[config.mk]
export PLATFORM = sky130hd
export DESIGN_NAME = hlos_step
export DESIGN_NICKNAME = d
export VERILOG_FILES = /design/src/rtl/hlos_pkg.sv /design/src/rtl/hlos_step.sv
export SDC_FILE = /design/constraint.sdc
export NUM_CORES = 1
export LEC_CHECK = 0
export ABC_AREA = 1
export ABC_CLOCK_PERIOD_IN_PS = 11500
export BUFFER_PORTS_ARGS = -buffer_cell sky130_fd_sc_hd__buf_2
export CAP_MARGIN = 10
export CORE_UTILIZATION = 63
export DETAILED_ROUTE_END_ITERATION = 6
export PLACE_DENSITY = 0.87
export SLEW_MARGIN = 20
export SYNTH_ARGS = -nofsm -noshare
export SYNTH_HDL_FRONTEND = slang
export SYNTH_SLANG_ARGS = --single-unit
[constraint.sdc]
create_clock -name clk -period 11.5 [get_ports clk]
set_input_delay 1.15 -clock clk [delete_from_list [all_inputs] [get_ports clk]]
set_output_delay 1.15 -clock clk [all_outputs]
set_load 0.01 [all_outputs]
[src/rtl/hlos_pkg.sv]
// ----------------------------------------------------------------------------
// hlos_pkg
// Shared widths, codes and types for the height field line-of-sight block.
// ----------------------------------------------------------------------------
package hlos_pkg;

	// field widths
	localparam int COL_W = 10;
	localparam int HGT_W = 11;
	localparam int Z_W   = 12;
	localparam int GND_W = 11;
	// march length: max(|dx|,|dz|) is at most 4095
	localparam int MD_W  = 12;

	localparam logic [GND_W-1:0] GROUND_RESET = GND_W'(200);

	// request codes
	localparam logic ACT_WRITE = 1'b0;
	localparam logic ACT_QUERY = 1'b1;

	typedef enum logic [2:0] {
		ST_CLEAR,
		ST_IDLE,
		ST_SETUP,
		ST_RUN,
		ST_TAIL,
		ST_FIN
	} state_t;

	// control for one quotient stepper
	typedef struct packed {
		logic init;
		logic adv;
	} step_ctl_t;

endpackage

[src/rtl/hlos_step.sv]
// ----------------------------------------------------------------------------
// hlos_step
// Running quotient of n*num/md for n = 0,1,2,... without a divider.
// ----------------------------------------------------------------------------
module hlos_step (
	input  logic                            clk,
	input  hlos_pkg::step_ctl_t             ctl,
	input  logic [hlos_pkg::MD_W-1:0]       num,
	input  logic [hlos_pkg::MD_W-1:0]       md,
	output logic [hlos_pkg::MD_W-1:0]       q
);

	logic [hlos_pkg::MD_W-1:0] q_q;
	logic [hlos_pkg::MD_W-1:0] r_q;
	logic [hlos_pkg::MD_W:0]   sum;
	logic                      wrap;
	logic [hlos_pkg::MD_W:0]   r_next;

	// num <= md and r < md, so one subtract keeps the remainder below md
	always_comb begin
		sum    = {1'b0, r_q} + {1'b0, num};
		wrap   = (sum >= {1'b0, md});
		r_next = wrap ? (sum - {1'b0, md}) : sum;
	end

	always_ff @(posedge clk) begin
		if (ctl.init) begin
			q_q <= '0;
			r_q <= '0;
		end else if (ctl.adv) begin
			r_q <= r_next[hlos_pkg::MD_W-1:0];
			q_q <= q_q + hlos_pkg::MD_W'(wrap);
		end
	end

	assign q = q_q;

endmodule

==> flow_metrics.py, run 1 <==
metrics = {
    "layout": {
        "diodes": 0,
        "layout-drive-gt1-share": 0.233,
        "layout_common_cells": "94 x nand2_1, 79 x inv_1, 38 x buf_2",
        "fillCellCount": 327,
        "layout_commonest_cell": "nand2_1",
        "fin_area_mm2": 0.00291,
        "syn2layout_area_growth_pct": 9.66,
        "multi_input_area_mm2": 0.00180,
        "regArea_um2": 480,
        "fin_nets": 493,
    },
    "hold_path": {
        "worstHoldPathCells": 2,
        "min_to": "q[11]$_SDFFE_PP0P_",
        "min_from": "q[11]$_SDFFE_PP0P_",
        "hold_path.class": "flip-flop to flip-flop",
    },
    "power_and_ir_drop": {
        "switching_share": 0.551,
        "power.share.clock": 0.073,
        "p_leak_nw": 1.61,
        "switching_power_uw": 559,
        "internal_power_uw": 456,
        "p_per_area_mw_per_mm2": 349,
        "ir_drop_v": 0.000208,
        "seq_power_share": 0.121,
        "combinationalPowerShare": 0.806,
    },
    "routing": {
        "dr_total_vias": 2565,
        "drc": 0,
        "drtAntennaViolNets": 0,
        "via_per_inst": 5.27,
        "wire_per_inst_um": 11.9,
        "drt_pass1_iterations": 5,
        "drt_first_iter_violations": 196,
        "routed_wl_mm": 5.81,
    },
    "worst_setup_path": {
        "reg2reg_from": "r_q[0]$_SDFFE_PP0P_",
        "slowest_stage": "fa_1",
        "end_kind": "flip-flop",
        "path_buf_inv": 4,
        "r2r-end": "q[10]$_SDFFE_PP0P_",
        "critPathKind": "input pin to flip-flop",
        "cp_top_family": "simple AND/OR/NAND/NOR gates",
        "cp.arrival_ns": 5.36,
        "worstRegToRegCells": 29,
        "timing.critical_path.fanout_max": 13,
        "cp-start-kind": "input pin",
        "cp.required_ns": 11.67,
        "crit_path_max_incr_delay_ns": 0.40,
        "regToRegSetupSlack_ns": 6.93,
    },
    "sta": {
        "clock_skew_ns": 0.00527,
        "period_share": 0.452,
        "tns_ns": 0,
        "period_needed_ns": 5.19,
        "relSlewSlack": 0.647,
        "hold_violations": 0,
        "max_freq_mhz": 193,
        "setup_viol": 0,
        "worst_pin_slew_ns": 0.528,
        "grt_setup_unrepaired": "false",
        "layout_setup_ws_ns": 6.31,
        "slew_violations": 0,
    },
    "logic_synthesis": {
        "synth_area_mm2": 0.00266,
        "synth-seq-area-share": 0.181,
        "synth_ff_type": "dfxtp_1",
        "synth_cell_types": 31,
        "synth_top_area_share": 0.181,
        "synthArstFlopShare": 0,
        "ys_warn_count": 0,
        "ys_ff_latch": 24,
        "synth_edf_count": 0,
        "synth_top_cell_by_area": "dfxtp_1",
        "synth_cells": 403,
        "synth.avg_cell_area_um2": 6.59,
        "synth_area_leaders": "dfxtp_1 18%, nand2_1 13%, ha_1 12%, inv_1 11%, nand3_2 8.3%",
        "syn_nets": 458,
    },
    "clock_network": {
        "ctsResizeCount": 0,
        "cts.sink_count": 24,
        "clk_pin_slew_ns": 0.09,
        "root_buffer": "clkbuf_8",
        "numCtsBuffers": 3,
        "cts_setup_buffers": 0,
        "clock_latency_ns": 0.27,
        "cts_tree": "built",
        "cts_buffer_depth": 2,
        "cts_hold_buf": 0,
        "htreeDepth": 1,
    },
    "global_route": {
        "use_met3": 0.0291,
        "grt_pass1_wl_mm": 9.83,
        "use_met1": 0.353,
        "grt_usage": 0.281,
        "top_usage_layer": "met2",
        "first_global_vias": 2384,
        "met2_usage": 0.490,
        "grt_max_degree": 19,
        "grt_overflow": 0,
        "antenna_found_initial": 0,
    },
    "placement": {
        "place_area_mm2": 0.00284,
        "gp_congestion": 1.02,
        "port_buffers": 38,
        "post-place-ws_ns": 6.09,
        "hpwl_mm": 4.79,
    },
    "flow_run": {
        "max_cap_violations": 0,
    },
    "outcome": {
        "status": "finished clean",
    },
    "floorplanning": {
        "ios": 39,
        "rows": 23,
        "initial_core_util": 0.659,
        "core_area_mm2": 0.00403,
        "dieWidth_um": 66.9,
        "die_h_um": 66.9,
        "fp.dieArea_mm2": 0.00448,
    },
}
worst register-to-register path: cells and delay by family, from the launching register on:
kind | cells | cell delay, ns
buffers and inverters | 3 | 0.28
AO/OA/AOI/OAI | 2 | 0.17
flip-flops | 1 | 0.34
XOR/XNOR | 1 | 0.25
AND/OR/NAND/NOR | 18 | 2.06
adder cells (fa/ha/maj) | 5 | 1.38
layout make-up:
type                       count  area share
timing repair buffer          38      0.0653
inverter                      82       0.106
clock buffer                   3      0.0142
clock inverter                 1      0.0103
tap                           50      0.0215
sequential                    24       0.165
multi-input combinational    289       0.618
how the worst max path moves through the flow:
stage | startpoint | end | cells past startpoint
2_1_floorplan | num[0] | q[10]$_SDFFE_PP0P_ | 30
3_3_place_gp | num[0] | q[10]$_SDFFE_PP0P_ | 30
3_5_place_dp | num[0] | q[10]$_SDFFE_PP0P_ | 30
4_1_cts | num[0] | q[10]$_SDFFE_PP0P_ | 30
5_1_grt | num[0] | q[10]$_SDFFE_PP0P_ | 30
6_report | num[0] | q[10]$_SDFFE_PP0P_ | 30
metrics by stage:
step	total power, mW	utilization	hold WS [ns]	instances
after floorplan	0.814	-	0.448	403
after global placement	0.896	0.705	0.448	483
after detailed placement	0.924	0.705	0.454	483
after CTS	1.01	0.723	0.471	487
after global routing	1.12	0.723	0.500	487
final	1.02	0.723	0.468	487
cell usage after synthesis, types with 6 or more instances:
cell type	number
ha_1	26
nor2_1	25
nand4_1	6
inv_1	79
nand3_1	27
nand2_2	16
nand3_2	22
nand2_1	94
xor2_1	10
o21ai_0	6
a21oi_1	22
dfxtp_1	24
a21oi_2	10
power by group through the flow:
stage	clock (mW)	combinational [mW]	sequential [mW]
finish	0.0738	0.819	0.123
CTS	0.0744	0.814	0.122
global placement	0	0.773	0.123
detailed placement	0	0.801	0.124
global route	0.0770	0.917	0.125
floorplan	0	0.695	0.119
state kept, by name, indices dropped and copies added, names as in the netlist:
name,flops
q,12
r_q,12
layer usage:
metal,vias to the layer above,share of wire
met5,-,0
met4,0,0.017
met2,79,0.48
li1,1337,-
met3,12,0.050
met1,1137,0.45
cell families (layout without fill, tap and decap cells):
kind of cell             count (synthesis)  count (layout)  share of synthesized area
AND/OR/NAND/NOR                        202             202                      0.386
adder cells (fa/ha/maj)                 28              28                      0.138
buffers and inverters                   90             124                      0.141
AO/OA/AOI/OAI                           44              44                      0.105
XOR/XNOR                                15              15                     0.0495
flip-flops                              24              24                      0.181
Power figures use the tool's default switching activity.
==> inputs of run 2 (changes only) <==
--- a/config.mk
+++ b/config.mk
@@ -6,12 +6,12 @@
 export NUM_CORES = 1
 export LEC_CHECK = 0
 export ABC_AREA = 1
-export ABC_CLOCK_PERIOD_IN_PS = 11500
+export ABC_CLOCK_PERIOD_IN_PS = 4300
 export BUFFER_PORTS_ARGS = -buffer_cell sky130_fd_sc_hd__buf_2
 export CAP_MARGIN = 10
-export CORE_UTILIZATION = 63
+export CORE_UTILIZATION = 53
 export DETAILED_ROUTE_END_ITERATION = 6
-export PLACE_DENSITY = 0.87
+export PLACE_DENSITY = 0.78
 export SLEW_MARGIN = 20
 export SYNTH_ARGS = -nofsm -noshare
 export SYNTH_HDL_FRONTEND = slang
==> constraint.sdc (replaced) <==
create_clock -name clk -period 4.3 [get_ports clk]
set_input_delay 0.43 -clock clk [delete_from_list [all_inputs] [get_ports clk]]
set_output_delay 0.43 -clock clk [all_outputs]
set_load 0.01 [all_outputs]
==> run 2 against run 1 <==
Effect of this change: clock skew barely moved; critical endpoint unchanged; clock-buffer cell count did not move; critical path depth fell by 1; combinational power rose to 2.8 times the previous value; largest cell class unchanged; final area rose by 3.1%.
==> flow_metrics.py, run 2 (synthesized netlist as in run 1, its figures left out) <==
metrics = {
    "worst_setup_path": {
        "cp.required_ns": 4.47,
        "crit_path_max_incr_delay_ns": 0.35,
        "timing.critical_path.fanout_max": 4,
        "critPathKind": "flip-flop to flip-flop",
        "reg2reg_from": "r_q[0]$_SDFFE_PP0P_",
        "startpoint": "r_q[0]$_SDFFE_PP0P_",
        "cp-start-kind": "flip-flop",
        "cp.arrival_ns": 4.12,
        "end_kind": "flip-flop",
        "slowest_stage": "fa_2",
    },
    "clock_network": {
        "cts.sink_count": 24,
        "clk_pin_slew_ns": 0.09,
        "htreeDepth": 1,
        "root_buffer": "clkbuf_8",
        "cts_hold_buf": 0,
        "cts_tree": "built",
        "clock_latency_ns": 0.27,
        "cts_buffer_depth": 2,
        "numCtsBuffers": 3,
    },
    "routing": {
        "drt_first_iter_violations": 113,
        "via_per_inst": 4.97,
        "routed_wl_mm": 5.94,
        "drc": 0,
        "wire_per_inst_um": 11.7,
        "drtAntennaViolNets": 0,
        "drt_pass1_iterations": 4,
        "dr_total_vias": 2532,
    },
    "power_and_ir_drop": {
        "combinationalPowerShare": 0.812,
        "seq_power_share": 0.116,
        "switching_power_mw": 1.51,
        "power.share.clock": 0.072,
        "internal_power_mw": 1.29,
        "p_leak_nw": 1.64,
        "p_per_area_mw_per_mm2": 934,
        "switching_share": 0.540,
        "power_mw": 2.81,
        "ir_drop_v": 0.000452,
    },
    "layout": {
        "layout_commonest_cell": "nand2_1",
        "layout-drive-gt1-share": 0.256,
        "syn2layout_area_growth_pct": 13.1,
        "diodes": 0,
        "fin_area_mm2": 0.00300,
        "layout_common_cells": "94 x nand2_1, 78 x inv_1, 38 x buf_2",
        "fin_nets": 498,
    },
    "floorplanning": {
        "fp.dieArea_mm2": 0.00530,
        "dieWidth_um": 72.8,
        "ios": 39,
        "core_area_mm2": 0.00479,
        "rows": 25,
        "die_h_um": 72.8,
        "initial_core_util": 0.555,
    },
    "sta": {
        "period_needed_ns": 3.95,
        "tns_ns": 0,
        "clock_skew_ns": 0.00496,
        "max_freq_mhz": 253,
        "hold_violations": 0,
        "period_share": 0.918,
        "setup_viol": 0,
        "worst_pin_slew_ns": 0.438,
        "grt_setup_unrepaired": "false",
        "slew_violations": 0,
        "relSlewSlack": 0.708,
    },
    "placement": {
        "place_area_mm2": 0.00289,
        "port_buffers": 38,
        "gp_congestion": 1.04,
        "hpwl_mm": 4.87,
    },
    "outcome": {
        "status": "finished clean",
    },
    "hold_path": {
        "min_from": "q[11]$_SDFFE_PP0P_",
        "hold_path.class": "flip-flop to flip-flop",
    },
    "flow_run": {
        "max_cap_violations": 0,
    },
    "global_route": {
        "first_global_vias": 2328,
        "antenna_found_initial": 0,
        "grt_pass1_wl_mm": 9.96,
        "grt_overflow": 0,
        "grt_usage": 0.237,
        "grt_max_degree": 19,
    },
}
==> run 2: power groups by stage <==
| stage | Clock [mW] | Sequential [mW] | Combinational [mW] |
|---|---|---|---|
| finish | 0.201 | 0.327 | 2.28 |
| global route | 0.210 | 0.333 | 2.55 |
| CTS | 0.203 | 0.326 | 2.21 |
| detailed placement | 0 | 0.331 | 2.19 |
| global placement | 0 | 0.329 | 2.14 |
| floorplan | 0 | 0.319 | 1.86 |
==> run 2: what timing repair did <==
action / CTS / global route
buffers inserted: 0 / 1
resized for setup: 0 / 6
setup endpoints to repair: 0 / 5
==> run 2: final timing paths <==
| check | endpoint | slack (ns) | cells after the start |
|---|---|---|---|
| worst max-delay path | q[10]$_SDFFE_PP0P_ | 0.35 | 29 |
| worst min-delay path | q[11]$_SDFFE_PP0P_ | 0.47 | 2 |
| worst max register to register | q[10]$_SDFFE_PP0P_ | 0.35 | 29 |
| worst min register to register | q[11]$_SDFFE_PP0P_ | 0.47 | 2 |
==> run 2: cell type report <==
| class | count | area, µm² |
|---|---|---|
| clock buffers | 3 | 41.3 |
| clock inverters | 1 | 30.0 |
| repair buffers | 43 | 228 |
| inverters | 82 | 308 |
| flip-flops and latches | 24 | 480 |
| multi-input cells | 289 | 1830 |
| well taps | 67 | 83.8 |
| fillers | 451 | 1780 |
==> run 2: metal layers <==
layer	up-vias	track usage	share of wire
met3	8	0.0166	0.022
met2	41	0.399	0.48
met4	0	0.0741	0.013
met1	1141	0.325	0.49
met5	-	0	0
li1	1342	-	-
==> run 2: critical path, delay by kind of cell, from the launching register on <==
kind | cells | cell delay, ns
AO/OA/AOI/OAI | 2 | 0.17
XOR/XNOR | 1 | 0.19
adder cells (fa/ha/maj) | 5 | 1.16
buffers and inverters | 3 | 0.24
flip-flops | 1 | 0.34
AND/OR/NAND/NOR | 18 | 1.79
==> run 2: per-stage QoR <==
step           instances   util  setup slack, ns  hold WS [ns]
6_report             509  0.628            0.353         0.466
5_1_grt              509  0.628          0.00627         0.495
4_1_cts              508  0.619            0.171         0.472
3_5_place_dp         504  0.604           0.0256         0.458
3_3_place_gp         504  0.604            0.204         0.447
2_1_floorplan        403      -            0.231         0.448
